### src/sv/hufd_pkg.sv
// Shared types, codes and microcode program of the table-driven Huffman bit decoder.
package hufd_pkg;

   localparam int TABLE_ENTRIES_DEF = 256;
   localparam int CSR_ADDR_W        = 3;
   localparam int CSR_DATA_W        = 32;
   localparam int CODE_W            = 32;
   localparam int SYMBOL_W          = 32;
   localparam int LEN_W             = 6;

   // Longest code the accumulator can hold.
   localparam logic [LEN_W-1:0] CODE_LIMIT = 6'd32;

   // Request command codes.
   localparam logic [1:0] CMD_WRITE = 2'd0;
   localparam logic [1:0] CMD_BIT   = 2'd1;
   localparam logic [1:0] CMD_CLEAR = 2'd2;
   localparam logic [1:0] CMD_NOP   = 2'd3;

   // Response status codes.
   localparam logic STATUS_OK  = 1'b0;
   localparam logic STATUS_ERR = 1'b1;

   // Register index within the CSR map (byte address bit 2).
   localparam logic REG_MAX_CODE_LENGTH = 1'b0;
   localparam logic REG_BIT_ORDER       = 1'b1;

   // Bit order codes.
   localparam logic ORDER_MSB_FIRST = 1'b0;

   typedef struct packed {
      logic                valid;
      logic [LEN_W-1:0]    length;
      logic [CODE_W-1:0]   code;
      logic [SYMBOL_W-1:0] symbol;
   } entry_type;

   typedef enum logic [2:0] {
      OP_IDLE,
      OP_CLR,
      OP_WRITE,
      OP_MAX_SCAN,
      OP_BIT,
      OP_MATCH_SCAN,
      OP_LIMIT,
      OP_ERR
   } op_type;

   typedef enum logic [2:0] {
      COND_TRUE,
      COND_ADDR_LAST,
      COND_SCAN_LAST,
      COND_SCAN_END,
      COND_LIMIT_ZERO
   } cond_type;

   typedef enum logic [1:0] {
      JMP_NEXT,
      JMP_COND,
      JMP_BRANCH,
      JMP_DISPATCH
   } jmp_type;

   typedef enum logic [2:0] {
      S_CLR,
      S_IDLE,
      S_WRITE,
      S_MAX_SCAN,
      S_BIT,
      S_MATCH_SCAN,
      S_LIMIT,
      S_ERR
   } step_type;

   typedef struct packed {
      op_type   op;
      logic     busy;
      jmp_type  jmp;
      cond_type cond;
      step_type target;
   } ucode_type;

   // Status flags the datapath reports to the sequencer.
   typedef struct packed {
      logic addr_last;
      logic scan_last;
      logic scan_end;
      logic limit_zero;
      logic in_range;
   } flags_type;

   // Control from the sequencer to the datapath.
   typedef struct packed {
      op_type op;
      logic   accept;
   } ctrl_type;

   // Microcode program, one control word per step.
   function automatic ucode_type ucode_rom(input step_type s);
      ucode_type w;
      w = '{op: OP_IDLE, busy: 1'b0, jmp: JMP_COND, cond: COND_TRUE, target: S_IDLE};
      case (s)
         S_CLR:        w = '{OP_CLR,        1'b1, JMP_COND,     COND_ADDR_LAST,  S_IDLE};
         S_IDLE:       w = '{OP_IDLE,       1'b0, JMP_DISPATCH, COND_TRUE,       S_IDLE};
         S_WRITE:      w = '{OP_WRITE,      1'b1, JMP_NEXT,     COND_TRUE,       S_IDLE};
         S_MAX_SCAN:   w = '{OP_MAX_SCAN,   1'b1, JMP_COND,     COND_SCAN_LAST,  S_IDLE};
         S_BIT:        w = '{OP_BIT,        1'b1, JMP_BRANCH,   COND_LIMIT_ZERO, S_ERR};
         S_MATCH_SCAN: w = '{OP_MATCH_SCAN, 1'b1, JMP_COND,     COND_SCAN_END,   S_LIMIT};
         S_LIMIT:      w = '{OP_LIMIT,      1'b1, JMP_COND,     COND_TRUE,       S_IDLE};
         S_ERR:        w = '{OP_ERR,        1'b1, JMP_COND,     COND_TRUE,       S_IDLE};
         default:      w = '{OP_IDLE,       1'b0, JMP_COND,     COND_TRUE,       S_IDLE};
      endcase
      return w;
   endfunction

   // Dispatch table: first step for each accepted command.
   function automatic step_type dispatch(input logic [1:0] cmd, input logic in_range);
      step_type s;
      case (cmd)
         CMD_WRITE: s = in_range ? S_WRITE : S_IDLE;
         CMD_BIT:   s = S_BIT;
         CMD_CLEAR: s = S_CLR;
         CMD_NOP:   s = S_IDLE;
         default:   s = S_IDLE;
      endcase
      return s;
   endfunction

endpackage

### src/sv/hufd_sequencer.sv
// Microcode sequencer: step counter, control store and jump logic.
module hufd_sequencer (
   input  logic                clock,
   input  logic                reset,
   input  logic                start,
   input  logic [1:0]          command,
   input  hufd_pkg::flags_type flags,
   output hufd_pkg::ctrl_type  ctrl,
   output logic                busy
);
   import hufd_pkg::*;

   step_type  upc_ff;
   step_type  upc_in;
   ucode_type word;
   logic      cond_hit;
   logic      accept;
   step_type  upc_next;

   assign word     = ucode_rom(upc_ff);
   assign busy     = word.busy;
   assign accept   = start && !word.busy;
   assign upc_next = step_type'(3'(upc_ff) + 3'd1);

   always_comb begin
      case (word.cond)
         COND_TRUE:       cond_hit = 1'b1;
         COND_ADDR_LAST:  cond_hit = flags.addr_last;
         COND_SCAN_LAST:  cond_hit = flags.scan_last;
         COND_SCAN_END:   cond_hit = flags.scan_end;
         COND_LIMIT_ZERO: cond_hit = flags.limit_zero;
         default:         cond_hit = 1'b0;
      endcase
   end

   always_comb begin
      case (word.jmp)
         JMP_NEXT:     upc_in = upc_next;
         JMP_COND:     upc_in = cond_hit ? word.target : upc_ff;
         JMP_BRANCH:   upc_in = cond_hit ? word.target : upc_next;
         JMP_DISPATCH: upc_in = accept ? dispatch(command, flags.in_range) : upc_ff;
         default:      upc_in = S_IDLE;
      endcase
   end

   always_ff @(posedge clock) begin
      if (reset) begin
         upc_ff <= S_CLR;
      end else begin
         upc_ff <= upc_in;
      end
   end

   assign ctrl.op     = word.op;
   assign ctrl.accept = accept;

endmodule

### config.mk
export PLATFORM = sky130hd
export DESIGN_NAME = hufd_sequencer
export DESIGN_NICKNAME = d
export VERILOG_FILES = /design/src/sv/hufd_pkg.sv /design/src/sv/hufd_sequencer.sv
export SDC_FILE = /design/constraint.sdc
export NUM_CORES = 1
export LEC_CHECK = 0
export ABC_AREA = 1
export BUFFER_PORTS_ARGS = -buffer_cell sky130_fd_sc_hd__buf_2
export CAP_MARGIN = 20
export CORE_MARGIN = 10
export CORE_UTILIZATION = 48
export CTS_CLUSTER_SIZE = 30
export DETAILED_ROUTE_END_ITERATION = 16
export PLACE_DENSITY = 0.73
export SLEW_MARGIN = 15
export SYNTH_ARGS = -nofsm -noshare
export SYNTH_HDL_FRONTEND = slang
export SYNTH_SLANG_ARGS = --single-unit
### constraint.sdc
create_clock -name clock -period 1.8 [get_ports clock]
set_clock_uncertainty 0.2 [all_clocks]
set_input_delay 0.18 -clock clock [delete_from_list [all_inputs] [get_ports clock]]
set_output_delay 0.18 -clock clock [all_outputs]
set_load 0.01 [all_outputs]
==> flow_summary.ini, run 1 <==
[cts]
clock_latency_ps = 280
cts_buffers = 3
root_buffer = clkbuf_4
tritoncts = done
h-tree-depth = 1
clkTransAtPathRegs_ps = 80
cts_sinks = 14
clk_path_buf_depth = 2
postCtsHoldBufs = 0

[setup_path]
arrival_ps = 1790
r2r_slack_ps = -10
path_max_fanout = 6
required_ps = 1780
worstRegToRegCells = 15
r2r_start = word[5]
crit_start = word[5]
startpoint_type = flop
crit_end = word[4]
worstReg2RegEnd = word[4]
crit_type = flop to flop
endpoint_kind = flop

[timing]
setup_slack_ps = -12.2
slew_violations = 0
fmax_mhz = 552
relSlewSlack_pct = 80.4
rsz0062_at_grt = true
period_minus_slack_ps = 1810
setup_viol = 3
hold_viol_final = 0
min_period_over_period_pct = 101
fin_tns_setup_ps = -26.1
worstMarginPinSlew_ps = 294

[place]
placed_area_um2 = 980
hpwl_mm = 1.43
io_buffers = 14
gp_congestion = 0.883

[synthesis]
yosys-top-cells-count = 22 x nand2_1, 17 x inv_1, 14 x dfxtp_1
synth_flop_cell = dfxtp_1
synth_area_um2 = 843
netlist.area_leader.share_pct = 33.2
synth_edf_count = 0
yosysMostFrequentCell = nand2_1
ys_types = 22
avgSynthCellArea_um2 = 7.33
ys_ff_latch = 14
synth_cells = 115
ys_warn_count = 0
async_reset_ff_share_pct = 0
synthTopCellsByArea = dfxtp_1 33%, nand2_1 9.8%, nand2_2 9.6%, inv_1 7.6%, ha_1 5.9%
synth_fp_nets = 129
yosysTopAreaCell = dfxtp_1
synth.yosys.seq_area_share_pct = 33.2

[run_status]
violations = negative setup slack
outcome = finished with violations

[floorplan]
core_um2 = 1690
die_w_um = 61.9
die-area_um2 = 3830
start_util_pct = 49.9
die_h_um = 61.9
io-pin-count = 15
num_rows = 15

[pwr]
power_density_nw_per_um2 = 1870
p_sw_mw = 0.966
swShare_pct = 44.3
p_seq_share_pct = 24.1
pwr-share-comb_pct = 65.6
fin_total_pwr_mw = 2.18
vdd_drop_max_mv = 0.982
internal_power_mw = 1.22
clockPowerShare_pct = 10.4
p_leak_nw = 0.661

[global_route]
grt.overflow.total = 0
grt_pass1_vias = 802
grt_pass1_wl_mm = 3.26
antenna_found_initial = 0
grt_use_total_pct = 11.7
grt_max_degree = 9

[detailed_routing]
dr.first_iter.drc_count = 6
wl_mm = 2.05
dr.pass1.iters = 5
routedWlPerCell_um = 12.7
via_per_inst = 4.85
drc = 0
vias = 786
ant_nets = 0

[hold_path]
hold_class = input pin to flop

[final_layout]
seq_area_um2 = 288
final_core_util_pct = 69.0
finish.instance_area_um2 = 1170
fin_nets = 160
multi_input_area_um2 = 551
areaGrowthSynthToFinish_pct = 38.3
final_layout_size_suffix_gt1_share_pct = 56.6
nFillCells = 141
antenna_cells = 0

[flow_run]
cap_violations = 0
==> metal layers <==
layer / up-vias / global-route usage [%] / wire, µm
li1: 405 / - / -
met1: 357 / 11.2 / 806
met2: 17 / 21.1 / 1070
met3: 7 / 4.47 / 122
met4: 0 / 6.37 / 47
met5: - / 0 / 0
==> cells by family (layout without fill, tap and decap cells) <==
logic type,Yosys count,in the layout,share of synthesized area [%]
xor gates and xnor gates,2,2,2.08
DFF,14,14,33.2
buffers and inverters,24,54,12.8
and+or+nand+nor,64,64,41.4
AOI/OAI and AO/OA,7,7,4.60
adders and majority gates,4,4,5.93
==> flip-flops by register name, indices dropped and copies added, names as in the netlist <==
name	flops
word	11
upc_ff	3
==> per-stage QoR <==
stage	instances	hold slack (ps)	worst slack, ps
floorplan	115	240	5.73
global placement	150	361	-57.1
detailed placement	150	378	-106
CTS	157	79.0	3.03
global route	162	127	-132
finish	162	115	-12.2
==> placed cells by master (no fill, tap or decap), types with 2 or more instances in the layout <==
master	synthesis	final
buf_4	4	16
inv_1	17	15
nand2_1	22	15
nand2_2	13	14
buf_2	0	14
nand2_4	4	10
nor2_1	10	9
dfxtp_1	14	8
dfxtp_2	0	6
nand3_1	6	5
inv_2	2	3
a21oi_1	4	3
nor2_2	3	3
clkbuf_4	0	3
nand3_2	1	2
nor3b_1	2	2
xnor2_1	2	2
inv_4	1	2
ha_4	0	2
==> area by class of cell <==
class,instances,area share [%]
multi-input combinational,77,47.2
sequential,14,24.7
timing repair buffer,30,16.3
tap,17,1.82
inverter,20,6.87
clock buffer,4,3.11
==> repair_timing <==
action / 4_1_cts / 5_1_grt
resized for setup: 9 / 17
pin swaps: 4 / 11
endpoints found under the hold margin: 0 / 0
endpoints found under the setup margin: 6 / 9
setup buffers: 3 / 5
==> how the worst min path moves through the flow <==
stage	startpoint	cells after the start	slack (ps)	endpoint
2_1_floorplan	reset	2	240	word[0]
3_3_place_gp	reset	3	360	word[0]
3_5_place_dp	reset	3	380	word[0]
4_1_cts	reset	3	80	word[0]
5_1_grt	reset	3	130	word[0]
6_report	reset	3	120	word[0]
==> worst max-delay path, cell delays in order, from the launching register on <==
cell     delay [ps]
dfxtp_2         340
inv_2            80
nand2_2          60
nand2_2          70
nand2_4          70
nand2_4          90
nand2_1          50
nand3_1          60
nand2_1          80
nand2_2          90
nand2_4          60
nand2_4         100
inv_2            50
ha_1            170
nand2_1          70
nand2_1          50
==> power by group through the flow <==
| stage | Combinational (mW) | Sequential (mW) | Clock [mW] |
|---|---|---|---|
| after floorplan | 0.785 | 0.512 | 0 |
| after global placement | 1.05 | 0.514 | 0 |
| after detailed placement | 1.07 | 0.519 | 0 |
| after CTS | 1.15 | 0.522 | 0.237 |
| after global routing | 1.58 | 0.539 | 0.253 |
| final | 1.43 | 0.525 | 0.226 |
Note: power is estimated with default switching activity, not from simulation.
==> inputs of run 2 (changes only) <==
--- a/config.mk
+++ b/config.mk
@@ -9,10 +9,10 @@
 export BUFFER_PORTS_ARGS = -buffer_cell sky130_fd_sc_hd__buf_2
 export CAP_MARGIN = 20
 export CORE_MARGIN = 10
-export CORE_UTILIZATION = 48
+export CORE_UTILIZATION = 55
 export CTS_CLUSTER_SIZE = 30
 export DETAILED_ROUTE_END_ITERATION = 16
-export PLACE_DENSITY = 0.73
+export PLACE_DENSITY = 0.79
 export SLEW_MARGIN = 15
 export SYNTH_ARGS = -nofsm -noshare
 export SYNTH_HDL_FRONTEND = slang
==> constraint.sdc (replaced) <==
create_clock -name clock -period 2.17 [get_ports clock]
set_clock_uncertainty 0.2 [all_clocks]
set_input_delay 0.217 -clock clock [delete_from_list [all_inputs] [get_ports clock]]
set_output_delay 0.217 -clock clock [all_outputs]
set_load 0.01 [all_outputs]
==> run 2 against run 1 <==
Against the previous run:
- die area fell by 8.7%
- critical endpoint is now word[9]
- critical path type unchanged
- highest routed layer unchanged
- cell area shrank 19%
- total power shrank 37%
- the run now ends clean
- hold slack better by 17 ps
- worst setup slack gained 160 ps
==> flow_summary.ini, run 2 (synthesis results as in run 1) <==
[floorplan]
num_rows = 14
die_w_um = 59.2
die-area_um2 = 3500
core_um2 = 1470
start_util_pct = 57.3
die_h_um = 59.2
io-pin-count = 15

[pwr]
p_sw_mw = 0.631
p_leak_nw = 0.570
internal_power_mw = 0.738
power_density_nw_per_um2 = 1460
pwr-share-comb_pct = 56.0
p_seq_share_pct = 30.7
clockPowerShare_pct = 13.2
swShare_pct = 46.1
vdd_drop_max_mv = 0.894

[cts]
postCtsHoldBufs = 0
clkTransAtPathRegs_ps = 80
h-tree-depth = 1
clock_latency_ps = 270
cts_sinks = 14
cts_setup_buffers = 0
root_buffer = clkbuf_4
tritoncts = done
cts_resized = 0
clk_path_buf_depth = 2
cts_buffers = 3

[hold_path]
whs_path_depth = 3
hold_class = input pin to flop

[setup_path]
startpoint_type = flop
endpoint_kind = flop
worstRegToRegCells = 11
path_max_fanout = 5
required_ps = 2140
path_depth = 11
crit_slowest_cell = dfxtp_1
crit_path_frequent_cell = nand2_2
critPathBufInv = 1
crit_type = flop to flop
crit_chain = ha_1 -> nand3b_1 -> nand3_1 -> nand2_1 -> nand2_2 -> nand2_2 -> nand2_2 -> inv_1 -> ha_1 -> nand2_1 -> o21ai_1
slowest_delay_ps = 350
arrival_ps = 2000
critPathTopFamily = simple AND/OR/NAND/NOR gates

[final_layout]
fin_nets = 144
layoutNonFillerInstCount = 145
areaGrowthSynthToFinish_pct = 11.6
final_core_util_pct = 63.9
final_cell_mix = 22 x nand2_1, 17 x inv_1, 14 x buf_2, 13 x nand2_2, 13 x dfxtp_1
antenna_cells = 0
mostFrequentLayoutCell = nand2_1
final_layout_size_suffix_gt1_share_pct = 34.9
largest_reg_flops = 11

[detailed_routing]
ant_nets = 0
dr.pass1.iters = 4
drc = 0
via_per_inst = 4.92
vias = 713
dr.first_iter.drc_count = 8
routedWlPerCell_um = 11.6
wl_mm = 1.69

[timing]
worstMarginPinSlew_ps = 280
hold_viol_final = 0
setup_viol = 0
relSlewSlack_pct = 81.3
period_minus_slack_ps = 2030
min_period_over_period_pct = 93.4
rsz0062_at_grt = false
worst_hold_slack_ps = 133
fmax_mhz = 494
fin_tns_setup_ps = 0
slew_violations = 0

[global_route]
antenna_found_initial = 0
grt_use_total_pct = 9.43
grt_pass1_vias = 652
grt_max_degree = 9
grt_pass1_wl_mm = 2.61
grt.overflow.total = 0

[place]
dpl.cell_count = 141
gp_congestion = 0.911
io_buffers = 14
hpwl_mm = 1.41

[flow_run]
cap_violations = 0

[run_status]
outcome = completed
run 2: area by class of cell:
cell class / count / area [µm²]
clock buffer: 4 / 36.3
fill: 147 / 531
inverter: 20 / 77.6
multi-input combinational: 77 / 455
sequential: 14 / 282
tap: 16 / 20.0
timing repair buffer: 14 / 70.1
run 2: path summary, 6_finish.rpt:
kind	from	endpoint	slack [ps]
max reg2reg	upc_ff[0]	word[9]	140
min	reset	word[0]	130
max	upc_ff[0]	word[9]	140
min reg2reg	upc_ff[1]	word[2]	410
run 2: metal layers:
| layer | part of all wire [%] | GRT usage, % | vias to the layer above |
|---|---|---|---|
| li1 | - | - | 372 |
| met1 | 40 | 9.12 | 310 |
| met2 | 51 | 16.7 | 23 |
| met3 | 6.8 | 3.86 | 8 |
| met4 | 2.6 | 4.92 | 0 |
| met5 | 0 | 0 | - |
run 2: power groups by stage:
stage	clock network [mW]	registers [mW]	logic, mW
after floorplan	0	0.415	0.644
after global placement	0	0.423	0.737
after detailed placement	0	0.424	0.773
after CTS	0.187	0.419	0.775
after global routing	0.199	0.430	0.863
final	0.181	0.421	0.768
run 2: worst reg2reg max path, cell delays in order (launching register included):
cell and delay, ps:
dfxtp_1 350, ha_1 320, nand3b_1 160, nand3_1 80
nand2_1 90, nand2_2 70, nand2_2 60, nand2_2 100
inv_1 70, ha_1 290, nand2_1 70, o21ai_1 60
run 2: through the flow:
| stage | total power [mW] | setup WS (ps) | area [µm²] |
|---|---|---|---|
| global route | 1.49 | 5.96 | 941 |
| floorplan | 1.06 | 316 | 843 |
| global placement | 1.16 | 206 | 903 |
| detailed placement | 1.20 | 142 | 903 |
| finish | 1.37 | 144 | 941 |
| CTS | 1.38 | 135 | 940 |
